`src/rtl/ibe_pkg.sv`:
```
// ----------------------------------------------------------------------------
// ibe_pkg - i2c master byte engine package
// Word types, operation codes, sequencer states and slot-plan constants.
// ----------------------------------------------------------------------------
`default_nettype none

package ibe_pkg;

  localparam int unsigned SlotW  = 6;
  localparam int unsigned ByteW  = 8;
  localparam int unsigned OpW    = 3;

  // operation codes carried in the command word
  typedef enum logic [OpW-1:0] {
    OP_START = 3'd0,
    OP_STOP  = 3'd1,
    OP_WRITE = 3'd2,
    OP_READ  = 3'd3,
    OP_ACK   = 3'd4
  } op_e;

  // sequencer state, one-hot
  typedef enum logic [5:0] {
    ST_IDLE  = 6'b000001,
    ST_START = 6'b000010,
    ST_STOP  = 6'b000100,
    ST_WRITE = 6'b001000,
    ST_READ  = 6'b010000,
    ST_ACK   = 6'b100000
  } state_e;

  // final slot of each command
  localparam logic [SlotW-1:0] StartLast = 6'd3;
  localparam logic [SlotW-1:0] StopLast  = 6'd2;
  localparam logic [SlotW-1:0] WriteLast = 6'd19;
  localparam logic [SlotW-1:0] ReadLast  = 6'd32;
  localparam logic [SlotW-1:0] AckLast   = 6'd2;

  // write plan landmarks
  localparam logic [SlotW-1:0] WrDataEnd = 6'd16;
  localparam logic [SlotW-1:0] WrSdaRel  = 6'd17;
  localparam logic [SlotW-1:0] WrAckSmp  = 6'd18;

  // read plan landmarks
  localparam logic [SlotW-1:0] RdDataEnd = 6'd32;
  localparam logic [1:0]       RdPhLow   = 2'd1;
  localparam logic [1:0]       RdPhHigh  = 2'd2;

  typedef struct packed {
    logic             cmd_valid;
    logic [OpW-1:0]   operation;
    logic [ByteW-1:0] tx_byte;
    logic             ack_bit;
    logic             sda_in;
  } cmd_t;

  typedef struct packed {
    logic             scl_out;
    logic             sda_out;
    logic             busy_res;
    logic             done_res;
    logic [ByteW-1:0] rx_byte;
    logic             ack_received;
  } res_t;

endpackage

`default_nettype wire

```
`src/rtl/ibe_if.sv`:
```
// ----------------------------------------------------------------------------
// ibe_if - valid/ready channels of the i2c master byte engine
// One channel for slot words going in, one for result words coming out.
// ----------------------------------------------------------------------------
`default_nettype none

interface ibe_cmd_if;
  import ibe_pkg::*;

  logic valid;
  logic ready;
  cmd_t data;

  modport source (output valid, output data, input ready);
  modport sink   (input valid, input data, output ready);
endinterface

interface ibe_res_if;
  import ibe_pkg::*;

  logic valid;
  logic ready;
  res_t data;

  modport source (output valid, output data, input ready);
  modport sink   (input valid, input data, output ready);
endinterface

`default_nettype wire

```
`src/rtl/i2c_master_byte_engine_top.sv`:
```
// ----------------------------------------------------------------------------
// i2c_master_byte_engine_top - slot-driven i2c master byte controller
// Each slot word advances the bus sequencer by one timing slot and yields
// one result word with the SCL/SDA levels and status for that slot.
//
// Usage:
//   cmd_i : slot words (command offer, operation, tx byte, ack bit, sampled
//           SDA). A command is taken only when the sequencer is idle.
//   res_o : one result word per slot word, in order.
//   A slot word's result sits in the output register on the cycle after
//   it is accepted. Unless the output stalls, one slot word is taken per
//   cycle; the sequencer state and output register update in one pass.
//   Start runs 4 slots, stop 3, byte write 20, byte read 33, ack bit 3.
//   When the receiver stalls, the output register holds its word and cmd_i
//   ready drops until it is taken; ready is high whenever the output
//   register is empty or being emptied in the same cycle.
//   After reset the sequencer is idle, both lines are released high and
//   the received byte and ack flag read zero.
// ----------------------------------------------------------------------------
`default_nettype none

module i2c_master_byte_engine_top (
  input  wire logic clk_i,
  input  wire logic rst_ni,
  ibe_cmd_if.sink   cmd_i,
  ibe_res_if.source res_o
);
  import ibe_pkg::*;

  state_e           state_q, state_d, cur_st;
  logic [SlotW-1:0] slot_q, slot_d, s;
  logic [ByteW-1:0] shift_q, shift_d, shift_cur, wr_shifted;
  logic             ack_q, ack_d;
  logic [ByteW-1:0] rx_q, rx_d;
  logic             scl_q, scl_d;
  logic             sda_q, sda_d;
  logic [SlotW-1:0] last;
  logic             take, busy, done;
  logic             in_acc, out_valid_q;
  res_t             res_q, res_d;

  // handshake: accept while output register is empty or draining
  assign cmd_i.ready = !out_valid_q || res_o.ready;
  assign in_acc      = cmd_i.valid && cmd_i.ready;
  assign res_o.valid = out_valid_q;
  assign res_o.data  = res_q;

  // command pickup
  always_comb begin
    take   = 1'b0;
    cur_st = state_q;
    if (state_q == ST_IDLE && cmd_i.data.cmd_valid) begin
      take = 1'b1;
      unique case (cmd_i.data.operation)
        OP_START: cur_st = ST_START;
        OP_STOP:  cur_st = ST_STOP;
        OP_WRITE: cur_st = ST_WRITE;
        OP_READ:  cur_st = ST_READ;
        OP_ACK:   cur_st = ST_ACK;
        default: begin
          take   = 1'b0;
          cur_st = ST_IDLE;
        end
      endcase
    end
  end

  assign s = take ? '0 : slot_q;

  always_comb begin
    shift_cur = shift_q;
    if (take && cur_st == ST_WRITE) begin
      shift_cur = cmd_i.data.tx_byte;
    end else if (take && cur_st == ST_READ) begin
      shift_cur = '0;
    end
  end

  assign wr_shifted = shift_cur << s[3:1];

  // slot plan
  always_comb begin
    scl_d   = scl_q;
    sda_d   = sda_q;
    shift_d = shift_cur;
    ack_d   = ack_q;
    rx_d    = rx_q;
    last    = '0;
    busy    = 1'b1;
    unique case (cur_st)
      ST_IDLE: begin
        busy = 1'b0;
      end
      ST_START: begin
        last = StartLast;
        if (s == 6'd0) begin
          sda_d = 1'b1;
        end else if (s == 6'd1) begin
          scl_d = 1'b1;
        end else if (s == 6'd2) begin
          sda_d = 1'b0;
        end else begin
          scl_d = 1'b0;
        end
      end
      ST_STOP: begin
        last = StopLast;
        if (s == 6'd0) begin
          sda_d = 1'b0;
        end else if (s == 6'd1) begin
          scl_d = 1'b1;
        end else begin
          sda_d = 1'b1;
        end
      end
      ST_WRITE: begin
        last = WriteLast;
        if (s < WrDataEnd) begin
          if (!s[0]) begin
            if (s != 6'd0) scl_d = 1'b0;
            sda_d = wr_shifted[ByteW-1];
          end else begin
            scl_d = 1'b1;
          end
        end else if (s == WrDataEnd) begin
          scl_d = 1'b0;
        end else if (s == WrSdaRel) begin
          sda_d = 1'b1;
        end else if (s == WrAckSmp) begin
          scl_d = 1'b1;
          ack_d = !cmd_i.data.sda_in;
        end else begin
          scl_d = 1'b0;
        end
      end
      ST_READ: begin
        last = ReadLast;
        if (s == 6'd0) sda_d = 1'b1;
        if (s < RdDataEnd) begin
          if (s[1:0] == RdPhLow) begin
            scl_d = 1'b0;
          end else if (s[1:0] == RdPhHigh) begin
            scl_d   = 1'b1;
            shift_d = {shift_cur[ByteW-2:0], cmd_i.data.sda_in};
          end
        end else begin
          scl_d = 1'b0;
          rx_d  = shift_cur;
        end
      end
      ST_ACK: begin
        last = AckLast;
        if (s == 6'd0) begin
          sda_d = cmd_i.data.ack_bit;
        end else if (s == 6'd1) begin
          scl_d = 1'b1;
        end else begin
          scl_d = 1'b0;
        end
      end
      default: begin
        busy = 1'b0;
      end
    endcase
  end

  // slot counter and completion
  always_comb begin
    done    = 1'b0;
    state_d = cur_st;
    slot_d  = slot_q;
    if (busy) begin
      if (s >= last) begin
        done    = 1'b1;
        state_d = ST_IDLE;
        slot_d  = '0;
      end else begin
        slot_d = s + 6'd1;
      end
    end
  end

  // result word
  always_comb begin
    res_d.scl_out      = scl_d;
    res_d.sda_out      = sda_d;
    res_d.busy_res     = busy;
    res_d.done_res     = done;
    res_d.rx_byte      = rx_d;
    res_d.ack_received = ack_d;
  end

  // sequencer state
  always_ff @(posedge clk_i or negedge rst_ni) begin
    if (!rst_ni) begin
      state_q <= ST_IDLE;
      slot_q  <= '0;
      shift_q <= '0;
      ack_q   <= 1'b0;
      rx_q    <= '0;
      scl_q   <= 1'b1;
      sda_q   <= 1'b1;
    end else if (in_acc) begin
      state_q <= state_d;
      slot_q  <= slot_d;
      shift_q <= shift_d;
      ack_q   <= ack_d;
      rx_q    <= rx_d;
      scl_q   <= scl_d;
      sda_q   <= sda_d;
    end
  end

  // output valid
  always_ff @(posedge clk_i or negedge rst_ni) begin
    if (!rst_ni) begin
      out_valid_q <= 1'b0;
    end else if (in_acc) begin
      out_valid_q <= 1'b1;
    end else if (res_o.ready) begin
      out_valid_q <= 1'b0;
    end
  end

  // output payload
  always_ff @(posedge clk_i) begin
    if (in_acc) begin
      res_q <= res_d;
    end
  end

endmodule

`default_nettype wire

```
`src/flat_wrapper.sv`:
```
// flat-port wrapper written by rule: the top's interface ports become plain ports
module i2c_master_byte_engine_top_flat import ibe_pkg::*;
  (clk_i, rst_ni, cmd_i_valid, cmd_i_data, cmd_i_ready, res_o_valid, res_o_data, res_o_ready);
  ibe_cmd_if cmd_i_i ();
  ibe_res_if res_o_i ();
  input  wire logic clk_i;
  input  wire logic rst_ni;
  input wire logic [$bits(cmd_i_i.valid)-1:0] cmd_i_valid;
  input wire logic [$bits(cmd_i_i.data)-1:0] cmd_i_data;
  output wire logic [$bits(cmd_i_i.ready)-1:0] cmd_i_ready;
  output wire logic [$bits(res_o_i.valid)-1:0] res_o_valid;
  output wire logic [$bits(res_o_i.data)-1:0] res_o_data;
  input wire logic [$bits(res_o_i.ready)-1:0] res_o_ready;
  assign cmd_i_i.valid = cmd_i_valid;
  assign cmd_i_i.data = cmd_i_data;
  assign cmd_i_ready = cmd_i_i.ready;
  assign res_o_valid = res_o_i.valid;
  assign res_o_data = res_o_i.data;
  assign res_o_i.ready = res_o_ready;
  i2c_master_byte_engine_top u_core (.clk_i(clk_i), .rst_ni(rst_ni), .cmd_i(cmd_i_i), .res_o(res_o_i));
endmodule
```
`config.mk`:
```
export PLATFORM = sky130hd
export DESIGN_NAME = i2c_master_byte_engine_top_flat
export DESIGN_NICKNAME = d
export VERILOG_FILES = /design/src/rtl/ibe_pkg.sv /design/src/rtl/ibe_if.sv /design/src/rtl/i2c_master_byte_engine_top.sv /design/src/flat_wrapper.sv
export SDC_FILE = /design/constraint.sdc
export NUM_CORES = 1
export LEC_CHECK = 0
export BUFFER_PORTS_ARGS = -buffer_cell sky130_fd_sc_hd__buf_2
export CORE_MARGIN = 1
export CORE_UTILIZATION = 35
export DETAILED_ROUTE_END_ITERATION = 12
export HOLD_SLACK_MARGIN = 0.05
export PLACE_DENSITY = 0.61
export SLEW_MARGIN = 30
export SYNTH_ARGS = -nofsm -noshare
export SYNTH_HDL_FRONTEND = slang
export SYNTH_SLANG_ARGS = --single-unit
```
`constraint.sdc`:
```
create_clock -name clk_i -period 10.55 [get_ports clk_i]
set_clock_uncertainty 0.05 [all_clocks]
set_input_delay 1.5825 -clock clk_i [delete_from_list [all_inputs] [get_ports clk_i]]
set_output_delay 1.5825 -clock clk_i [all_outputs]
set_load 0.01 [all_outputs]
```
==> qor.tcl, run 1 <==
set qor(first_global_vias) 2403
set qor(cp_cell_sequence) {buf_2 -> o21ai_0 -> nand3_1 -> a221oi_1 -> o211a_1 -> inv_1 -> ha_1 -> a21boi_0 -> o31a_1 -> o21ai_0 -> nor2b_1 -> nor2_1 -> nor2_1}
set qor(synth_edf_count) 13
set qor(cts.sinks) 45
set qor(cellPowerDensity_nw_per_um2) 95.56
set qor(dieArea_sq_um) 8815
set qor(critPathRequiredTime_ns) 10.73
set qor(core_area_sq_um) 8175
set qor(ctsLongestPathBuffers) 2
set qor(place.gp.congestion) 0.9039
set qor(port-buffer-count) 32
set qor(route.vias.total) 2517
set qor(yosysTopAreaCellShare_pct) 24.56
set qor(post-route-drc-count) 0
set qor(grt_max_degree) 33
set qor(slowest_delay_ns) 0.47
set qor(final.period_utilization_pct) 47.18
set qor(overflow) 0
set qor(ant_nets) 0
set qor(std_cell_rows) 33
set qor(max_slew_margin_pct) 50.53
set qor(clkTransAtPathRegs_ns) 0.08
set qor(drt_pre_antenna_iters) 6
set qor(worstMarginPinSlew_ns) 0.7420
set qor(synth-warning-count) 0
set qor(initial_utilization_pct) 36.15
set qor(cts-htree-levels) 2
set qor(worstPathArrival_ns) 5.16
set qor(timing.hold.worst.class) {flop to flop}
set qor(ys_dominant_reg_cell) {sky130_fd_sc_hd__dfrtp_1}
set qor(utilization_pct) 39.87
set qor(wl_per_cell_um) 15.78
set qor(groute.usage.overall_pct) 17.29
set qor(setup-violations-final) 0
set qor(synthToLayoutAreaGrowth_pct) 10.29
set qor(vias_per_cell) 5.484
set qor(die-height_um) 93.89
set qor(worst_setup_path_end_kind) {flop}
set qor(rsz_0062_raised_after_global_routing) {false}
set qor(initialDrtViolationCount) 131
set qor(postSynthRegisterBits) 45
set qor(setup_tns_ns) 0
set qor(post_synth.cell_area_avg_sq_um) 8.875
set qor(critPathBufInv) 2
set qor(post_synth_instance_area_sq_um) 2955
set qor(critical_path.slowest_cell) {sky130_fd_sc_hd__o21ai_0}
set qor(synth.top_cells.by_area) {sky130_fd_sc_hd__dfrtp_1 (25%), sky130_fd_sc_hd__edfxtp_1 (13%), sky130_fd_sc_hd__nand2_1 (5.1%)}
set qor(crit_path_max_fanout) 15
set qor(synth_sequential_area_ratio_pct) 40.43
set qor(detail_route.wirelength_mm) 7.242
set qor(maximum_vdd_ir_drop_mv) 0.05643
set qor(cts.repair_timing.setup_buffer_count) 0
set qor(grt_antenna_before_repair) 0
set qor(cts_buffers) 5
set qor(cts-root-buf) {sky130_fd_sc_hd__clkbuf_8}
set qor(synthDominantAreaCellType) {sky130_fd_sc_hd__dfrtp_1}
set qor(outcome) {complete, no violations}
set qor(post_route_minimum_period_ns) 4.978
set qor(fillerInstances) 848
set qor(cts_hold_buffers) 0
set qor(critical_setup_path_class) {primary input to flop}
set qor(grt_first_pass_wirelength_mm) 11.89
set qor(cts_tree) {yes}
set qor(syn-num-nets) 359
set qor(dpl.hpwl_mm) 5.311
set qor(antennaDiodeCount) 0
set qor(hold_viol_final) 0
set qor(synthArstFlopShare_pct) 71.11
set qor(maxClockFrequency_mhz) 200.9
set qor(cts_resized) 0
set qor(total_power_uw) 311.5
set qor(maxCapViolCount) 0
set qor(p_leak_nw) 1.390
set qor(cp_delay_by_family_top) {compound AO/OA/AOI/OAI gates}
set qor(drive_gt1_share_pct) 17.80
set qor(worst_setup_path_start_kind) {primary input}
set qor(postSynthCellCount) 333
set qor(final_nets) 379
set qor(max_slew_vio_count) 0
set qor(worstSkewPairLatency_ns) 0.30
set qor(design.portCount) 33
set qor(chip_width_um) 93.89
set qor(synth.lib_cells_used.distinct) 62
[through the flow]
| stage | setup WS (ns) | instances | hold slack, ns | cell area (sq um) |
|---|---|---|---|---|
| 6_report | 5.572 | 459 | 0.4443 | 3259 |
| 3_5_place_dp | 5.370 | 451 | 0.4258 | 3173 |
| 2_1_floorplan | 5.956 | 333 | 0.3992 | 2955 |
| 4_1_cts | 5.672 | 459 | 0.4450 | 3259 |
| 5_1_grt | 5.279 | 459 | 0.4743 | 3259 |
| 3_3_place_gp | 5.566 | 451 | 0.4164 | 3173 |
[worst paths after layout]
check,from,endpoint,slack [ns],depth (start not counted)
max reg2reg,u_core.state_q[0]$_DFFE_PN1P_,u_core.state_q[1]$_DFFE_PN0P_,6.58,13
min in group asynchronous,rst_ni,u_core.slot_q[5]$_DFFE_PN0P_,1.29,1
max,cmd_i_data[10],u_core.state_q[1]$_DFFE_PN0P_,5.57,13
max in group asynchronous,rst_ni,u_core.state_q[1]$_DFFE_PN0P_,8.68,1
min,u_core.shift_q[6]$_DFFE_PN0P_,u_core.shift_q[6]$_DFFE_PN0P_,0.44,2
min reg2reg,u_core.shift_q[6]$_DFFE_PN0P_,u_core.shift_q[6]$_DFFE_PN0P_,0.44,2
[worst register-to-register path, cell delays in order, from the launching register on]
cell and delay (ns):
sky130_fd_sc_hd__dfstp_2 0.62, sky130_fd_sc_hd__nor4bb_1 0.22, sky130_fd_sc_hd__buf_4 0.21, sky130_fd_sc_hd__nand3_1 0.35, sky130_fd_sc_hd__a221oi_1 0.41, sky130_fd_sc_hd__o211a_1 0.25
sky130_fd_sc_hd__inv_1 0.08, sky130_fd_sc_hd__ha_1 0.26, sky130_fd_sc_hd__a21boi_0 0.12, sky130_fd_sc_hd__o31a_1 0.24, sky130_fd_sc_hd__o21ai_0 0.32, sky130_fd_sc_hd__nor2b_1 0.42
sky130_fd_sc_hd__nor2_1 0.20, sky130_fd_sc_hd__nor2_1 0.16
[cells in the final DEF, fill, tap and decap left out, types with 3 or more instances in the layout]
cell type                  netlist  routed
sky130_fd_sc_hd__a21o_1          3       3
sky130_fd_sc_hd__a21oi_1        12      12
sky130_fd_sc_hd__a31oi_1         8       8
sky130_fd_sc_hd__and3_1          5       5
sky130_fd_sc_hd__buf_2           3      32
sky130_fd_sc_hd__buf_4           0       3
sky130_fd_sc_hd__clkbuf_8        0       5
sky130_fd_sc_hd__dfrtp_1        29      29
sky130_fd_sc_hd__dfstp_2         3       3
sky130_fd_sc_hd__edfxtp_1       13      13
sky130_fd_sc_hd__ha_1            8       8
sky130_fd_sc_hd__inv_1          16      16
sky130_fd_sc_hd__mux2_2         13      13
sky130_fd_sc_hd__mux2i_1         8       8
sky130_fd_sc_hd__nand2_1        40      40
sky130_fd_sc_hd__nand2b_1        7       7
sky130_fd_sc_hd__nand3_1         9       9
sky130_fd_sc_hd__nor2_1         29      29
sky130_fd_sc_hd__nor2b_1        10      10
sky130_fd_sc_hd__nor3_1          4       4
sky130_fd_sc_hd__nor3b_1         5       5
sky130_fd_sc_hd__nor4_1          3       3
sky130_fd_sc_hd__o21ai_0        28      28
sky130_fd_sc_hd__o21ai_1         4       4
sky130_fd_sc_hd__o31a_1          3       3
sky130_fd_sc_hd__o31ai_1         4       4
sky130_fd_sc_hd__or4_1           5       5
[area by class of cell]
type                       count  area [sq um]  share of cell area, %
timing repair buffer          35         182.7                  5.605
tap                          105         131.4                  4.031
multi-input combinational    250          1604                  49.21
clock buffer                   5         68.82                  2.111
clock inverter                 3         17.52                 0.5374
sequential                    45          1195                  36.66
inverter                      16         60.06                  1.843
[Yosys cell counts, drive strengths merged (2+ instances only)]
master  number
a2111o       2
a211oi       2
a21boi       2
a21o         3
a21oi       12
a221o        2
a22o         2
a31oi        8
a41oi        2
and2         2
and3         5
buf          5
clkbuf      17
dfrtp       29
dfstp        3
edfxtp      13
ha           8
inv         16
mux2        14
mux2i        8
nand2       40
nand2b       7
nand3        9
nor2        29
nor2b       10
nor3         4
nor3b        5
nor4         4
o211a        2
o21ai       32
o22ai        2
o31a         3
o31ai        4
o41ai        2
or3          2
or4          5
[routing by layer]
layer  part of all wire (%)  global-route usage, %  up-vias  wire length (um)
li1                       -                      -     1248                 -
met1                     48                  24.00     1196              3498
met2                     46                  26.76       63              3314
met3                    4.5                  3.398       10               325
met4                    1.4                  5.769        0               103
met5                      0                      0        -                 0
[registers in the layout, summed over array words and instances, names as in the netlist]
name / count
u_core.shift_q: 8
u_core.scl_q: 1
u_core.slot_q: 6
u_core.res_o.data: 13
u_core.sda_q: 1
u_core.state_q: 6
u_core.res_o.valid: 1
u_core.ack_q: 1
u_core.rx_q: 8
[cells by family after synthesis]
logic type	after synthesis	synth area share, %
simple gates	129	22.18
compound gates	89	20.07
flops	45	40.43
buf+inv	38	5.292
mux	22	8.044
fa+ha+maj	8	3.387
xor+xnor	2	0.5928
[where the power goes]
group          internal [mW]  switching [mW]
combinational        0.00800          0.0154
clock                 0.0458          0.0587
sequential             0.183        0.000759
total                  0.237          0.0748
Power figures use the tool's default switching activity.
==> run 2, diff against run 1 <==
- ABC_AREA: not set -> 1
- clock period: 10.55 -> 4.6 ns (I/O delays scaled with it)
==> run 2 against run 1 <==
Net effect:
- via count up 5.5%
- combinational power rose to 45 times the previous value
- global-route usage up 0.20 points
- routed wire length down 5.7%
- highest routed layer unchanged
- worst setup slack worse by 4.3 ns
- non-clock buffer count down 1
- power rose to 6.5 times the previous value
- utilization up 1.8 points
- register-to-register slack worse by 5.3 ns
- design area up 0.73%
- count of clock-buffer cells in the layout up 1
- clock power rose to 2.8 times the previous value
- largest power group is now combinational logic
==> qor.tcl, run 2 <==
set qor(worst_r2r_startpoint) {u_core.state_q[0]$_DFFE_PN1P_}
set qor(cts_tree) {yes}
set qor(grt_first_pass_wirelength_mm) 11.89 ;# unchanged
set qor(clkTransAtPathRegs_ns) 0.09 ;# about the same
set qor(place.detailed.instances) 523 ;# +16%
set qor(hold_viol_final) 0 ;# unchanged
set qor(die-height_um) 93.37 ;# -0.56%
set qor(post_synth.cell_area_avg_sq_um) 7.415 ;# -16%
set qor(synth-warning-count) 0 ;# unchanged
set qor(slowest_delay_ns) 0.58 ;# +0.11 ns
set qor(grt_antenna_before_repair) 0 ;# unchanged
set qor(first_global_vias) 2568 ;# +6.9%
set qor(place.gp.congestion) 0.9222 ;# +2.0%
set qor(synth.lib_cells_used.distinct) 36 ;# -42%
set qor(postSynthRegisterBits) 45 ;# unchanged
set qor(design.portCount) 33 ;# unchanged
set qor(outcome) {complete, no violations}
set qor(cts_resized) 0 ;# unchanged
set qor(port-buffer-count) 32 ;# unchanged
set qor(max_slew_vio_count) 0 ;# unchanged
set qor(overflow) 0 ;# unchanged
set qor(largest_register_ff_count) 13 ;# unchanged
set qor(cts_hold_buffers) 0 ;# unchanged
set qor(r2r_cells) 17 ;# +4
set qor(wl_per_cell_um) 12.86 ;# -18%
set qor(cts.repair_timing.setup_buffer_count) 0 ;# unchanged
set qor(cts-htree-levels) 2 ;# unchanged
set qor(timing.hold.worst.class) {primary input to asynchronous set/reset pin}
set qor(netlist_top_cells_count) {sky130_fd_sc_hd__nand2_1 (142), sky130_fd_sc_hd__nand3_1 (39), sky130_fd_sc_hd__inv_1 (31)}
set qor(chip_width_um) 93.37 ;# -0.56%
set qor(max_slew_margin_pct) 51.06 ;# +0.52 points
set qor(worstPathArrival_ns) 3.43 ;# -1.73 ns
set qor(synthToLayoutAreaGrowth_pct) 12.38
set qor(synthDominantAreaCellType) {sky130_fd_sc_hd__dfrtp_1}
set qor(r2r_slack_ns) 1.30 ;# -5.28 ns
set qor(post-route-drc-count) 0 ;# unchanged
set qor(dpl.hpwl_mm) 5.187 ;# -2.3%
set qor(setup_tns_ns) 0 ;# unchanged
set qor(synth.top_cells.by_area) {sky130_fd_sc_hd__dfrtp_1 (25%), sky130_fd_sc_hd__nand2_1 (18%), sky130_fd_sc_hd__edfxtp_1 (13%)}
set qor(antennaDiodeCount) 0 ;# unchanged
set qor(critical_setup_path_class) {flop to flop}
set qor(final.period_utilization_pct) 71.79
set qor(r2r_end) {u_core.state_q[4]$_DFFE_PN0P_}
set qor(route.vias.total) 2655 ;# +5.5%
set qor(groute.usage.overall_pct) 17.49 ;# +0.20 points
set qor(fillerInstances) 816 ;# -3.8%
set qor(utilization_pct) 41.62 ;# +1.8 points
set qor(critical_path.slowest_cell) {sky130_fd_sc_hd__dfstp_2}
set qor(cts_buffers) 5 ;# unchanged
set qor(maxClockFrequency_mhz) 302.8
set qor(ctsLongestPathBuffers) 2 ;# unchanged
set qor(worstSkewPairLatency_ns) 0.30 ;# about the same
set qor(mostFrequentLayoutCells) {sky130_fd_sc_hd__nand2_1 (142), sky130_fd_sc_hd__nand3_1 (39), sky130_fd_sc_hd__buf_2 (32)}
set qor(yosysTopAreaCellShare_pct) 24.84 ;# +0.28 points
set qor(vias_per_cell) 5.000 ;# -8.8%
set qor(total_power_mw) 2.010 ;# +550%
set qor(std_cell_rows) 32 ;# -3.0%
set qor(initial_utilization_pct) 37.04 ;# +0.89 points
set qor(final_nets) 454 ;# +20%
set qor(syn-num-nets) 420 ;# +17%
set qor(cts-root-buf) {sky130_fd_sc_hd__clkbuf_8}
set qor(setup-violations-final) 0 ;# unchanged
set qor(synth_sequential_area_ratio_pct) 40.90 ;# +0.47 points
set qor(initialDrtViolationCount) 181 ;# +38%
set qor(mostFrequentLayoutCell) {sky130_fd_sc_hd__nand2_1}
set qor(cp_cell_sequence) {nand4_1 -> nor2_1 -> nand2_1 -> nand2_1 -> nand3_1 -> nor2_2 -> inv_2 -> nand2_1 -> nor2_4 -> ha_1 -> o21ai_0 -> nand3b_1 -> a21oi_1 -> o21ai_1 -> nand2_2 -> nand3_1 -> o21ai_0}
set qor(drt_pre_antenna_iters) 4 ;# -2
set qor(ant_nets) 0 ;# unchanged
set qor(worst_setup_path_end_kind) {flop}
set qor(worst_setup_path_start_kind) {flop}
set qor(most_common_cell_in_the_netlist) {sky130_fd_sc_hd__nand2_1}
set qor(critPathRequiredTime_ns) 4.73 ;# -6.00 ns
set qor(maximum_vdd_ir_drop_mv) 0.2504 ;# +340%
set qor(crit_path_max_fanout) 11 ;# -4
set qor(cellPowerDensity_nw_per_um2) 612.1 ;# +540%
set qor(drive_gt1_share_pct) 18.65 ;# +0.85 points
set qor(p_leak_nw) 1.694 ;# +22%
set qor(synth_edf_count) 13 ;# unchanged
set qor(critical-path-top-cell-by-count) {sky130_fd_sc_hd__nand2_1}
set qor(grt_max_degree) 35 ;# +6.1%
set qor(cts.sinks) 45 ;# unchanged
set qor(dieArea_sq_um) 8717 ;# -1.1%
set qor(final-instance-count-excl-fill) 531 ;# +16%
set qor(synthArstFlopShare_pct) 71.11 ;# unchanged
set qor(core_area_sq_um) 7888 ;# -3.5%
set qor(worstMarginPinSlew_ns) 0.7341 ;# -0.007867 ns
set qor(post_route_minimum_period_ns) 3.302
set qor(post_synth_instance_area_sq_um) 2922 ;# -1.1%
set qor(rsz_0062_raised_after_global_routing) {false}
set qor(postSynthCellCount) 394 ;# +18%
set qor(detail_route.wirelength_mm) 6.831 ;# -5.7%
set qor(ys_dominant_reg_cell) {sky130_fd_sc_hd__dfrtp_1}
set qor(maxCapViolCount) 0 ;# unchanged
-- run 2: how the worst max path moves through the flow --
stage,startpoint,end,slack [ns],cells after the start
floorplan,cmd_i_data[13],u_core.state_q[2]$_DFFE_PN0P_,1.72,18
global placement,cmd_i_data[13],u_core.state_q[2]$_DFFE_PN0P_,1.26,19
detailed placement,cmd_i_data[13],u_core.state_q[4]$_DFFE_PN0P_,1.13,18
CTS,u_core.state_q[0]$_DFFE_PN1P_,u_core.state_q[4]$_DFFE_PN0P_,1.33,17
global route,u_core.state_q[0]$_DFFE_PN1P_,u_core.state_q[4]$_DFFE_PN0P_,0.94,17
finish,u_core.state_q[0]$_DFFE_PN1P_,u_core.state_q[4]$_DFFE_PN0P_,1.30,17
-- run 2: logic make-up after synthesis --
logic type	synth area share [%]
AND/OR/NAND/NOR	40.21
buffers and inverters	7.109
flip-flops	40.90
AO/OA/AOI/OAI	8.352
adder cells (fa/ha/maj)	3.426
-- run 2: per-stage QoR --
step                      cell area [sq um]  setup WS [ns]  hold slack, ns
final                                  3283          1.298          0.3901
after global routing                   3283         0.9374          0.4522
after CTS                              3283          1.331          0.4298
after detailed placement               3177          1.127          0.4156
after global placement                 3177          1.263          0.4120
after floorplan                        2922          1.717          0.3444
-- run 2: critical path, delay by kind of cell (launching register included) --
kind | cells | cell delay [ns]
fa+ha+maj | 1 | 0.26
compound gates | 4 | 0.55
buf+inv | 1 | 0.05
flops | 1 | 0.58
simple gates | 11 | 1.68
-- run 2: report_power, final --
part,switching [mW],internal (mW)
clock network,0.135,0.161
logic,0.726,0.331
registers,0.0804,0.577
total,0.941,1.07
-- run 2: layout make-up --
| class | count | area, sq um | area share [%] |
|---|---|---|---|
| clock inverter | 2 | 33.78 | 1.029 |
| tap | 102 | 127.6 | 3.887 |
| clock buffer | 6 | 72.57 | 2.210 |
| sequential | 45 | 1195 | 36.39 |
| multi-input combinational | 300 | 1519 | 46.27 |
| timing repair buffer | 34 | 175.2 | 5.335 |
| inverter | 42 | 160.2 | 4.878 |
-- run 2: layer usage --
layer | GRT usage [%] | share of wire, % | vias up
met5 | 0 | 0 | -
met4 | 5.513 | 1.4 | 0
met3 | 3.008 | 4.8 | 9
met2 | 28.00 | 43 | 60
met1 | 24.00 | 51 | 1241
li1 | - | - | 1345
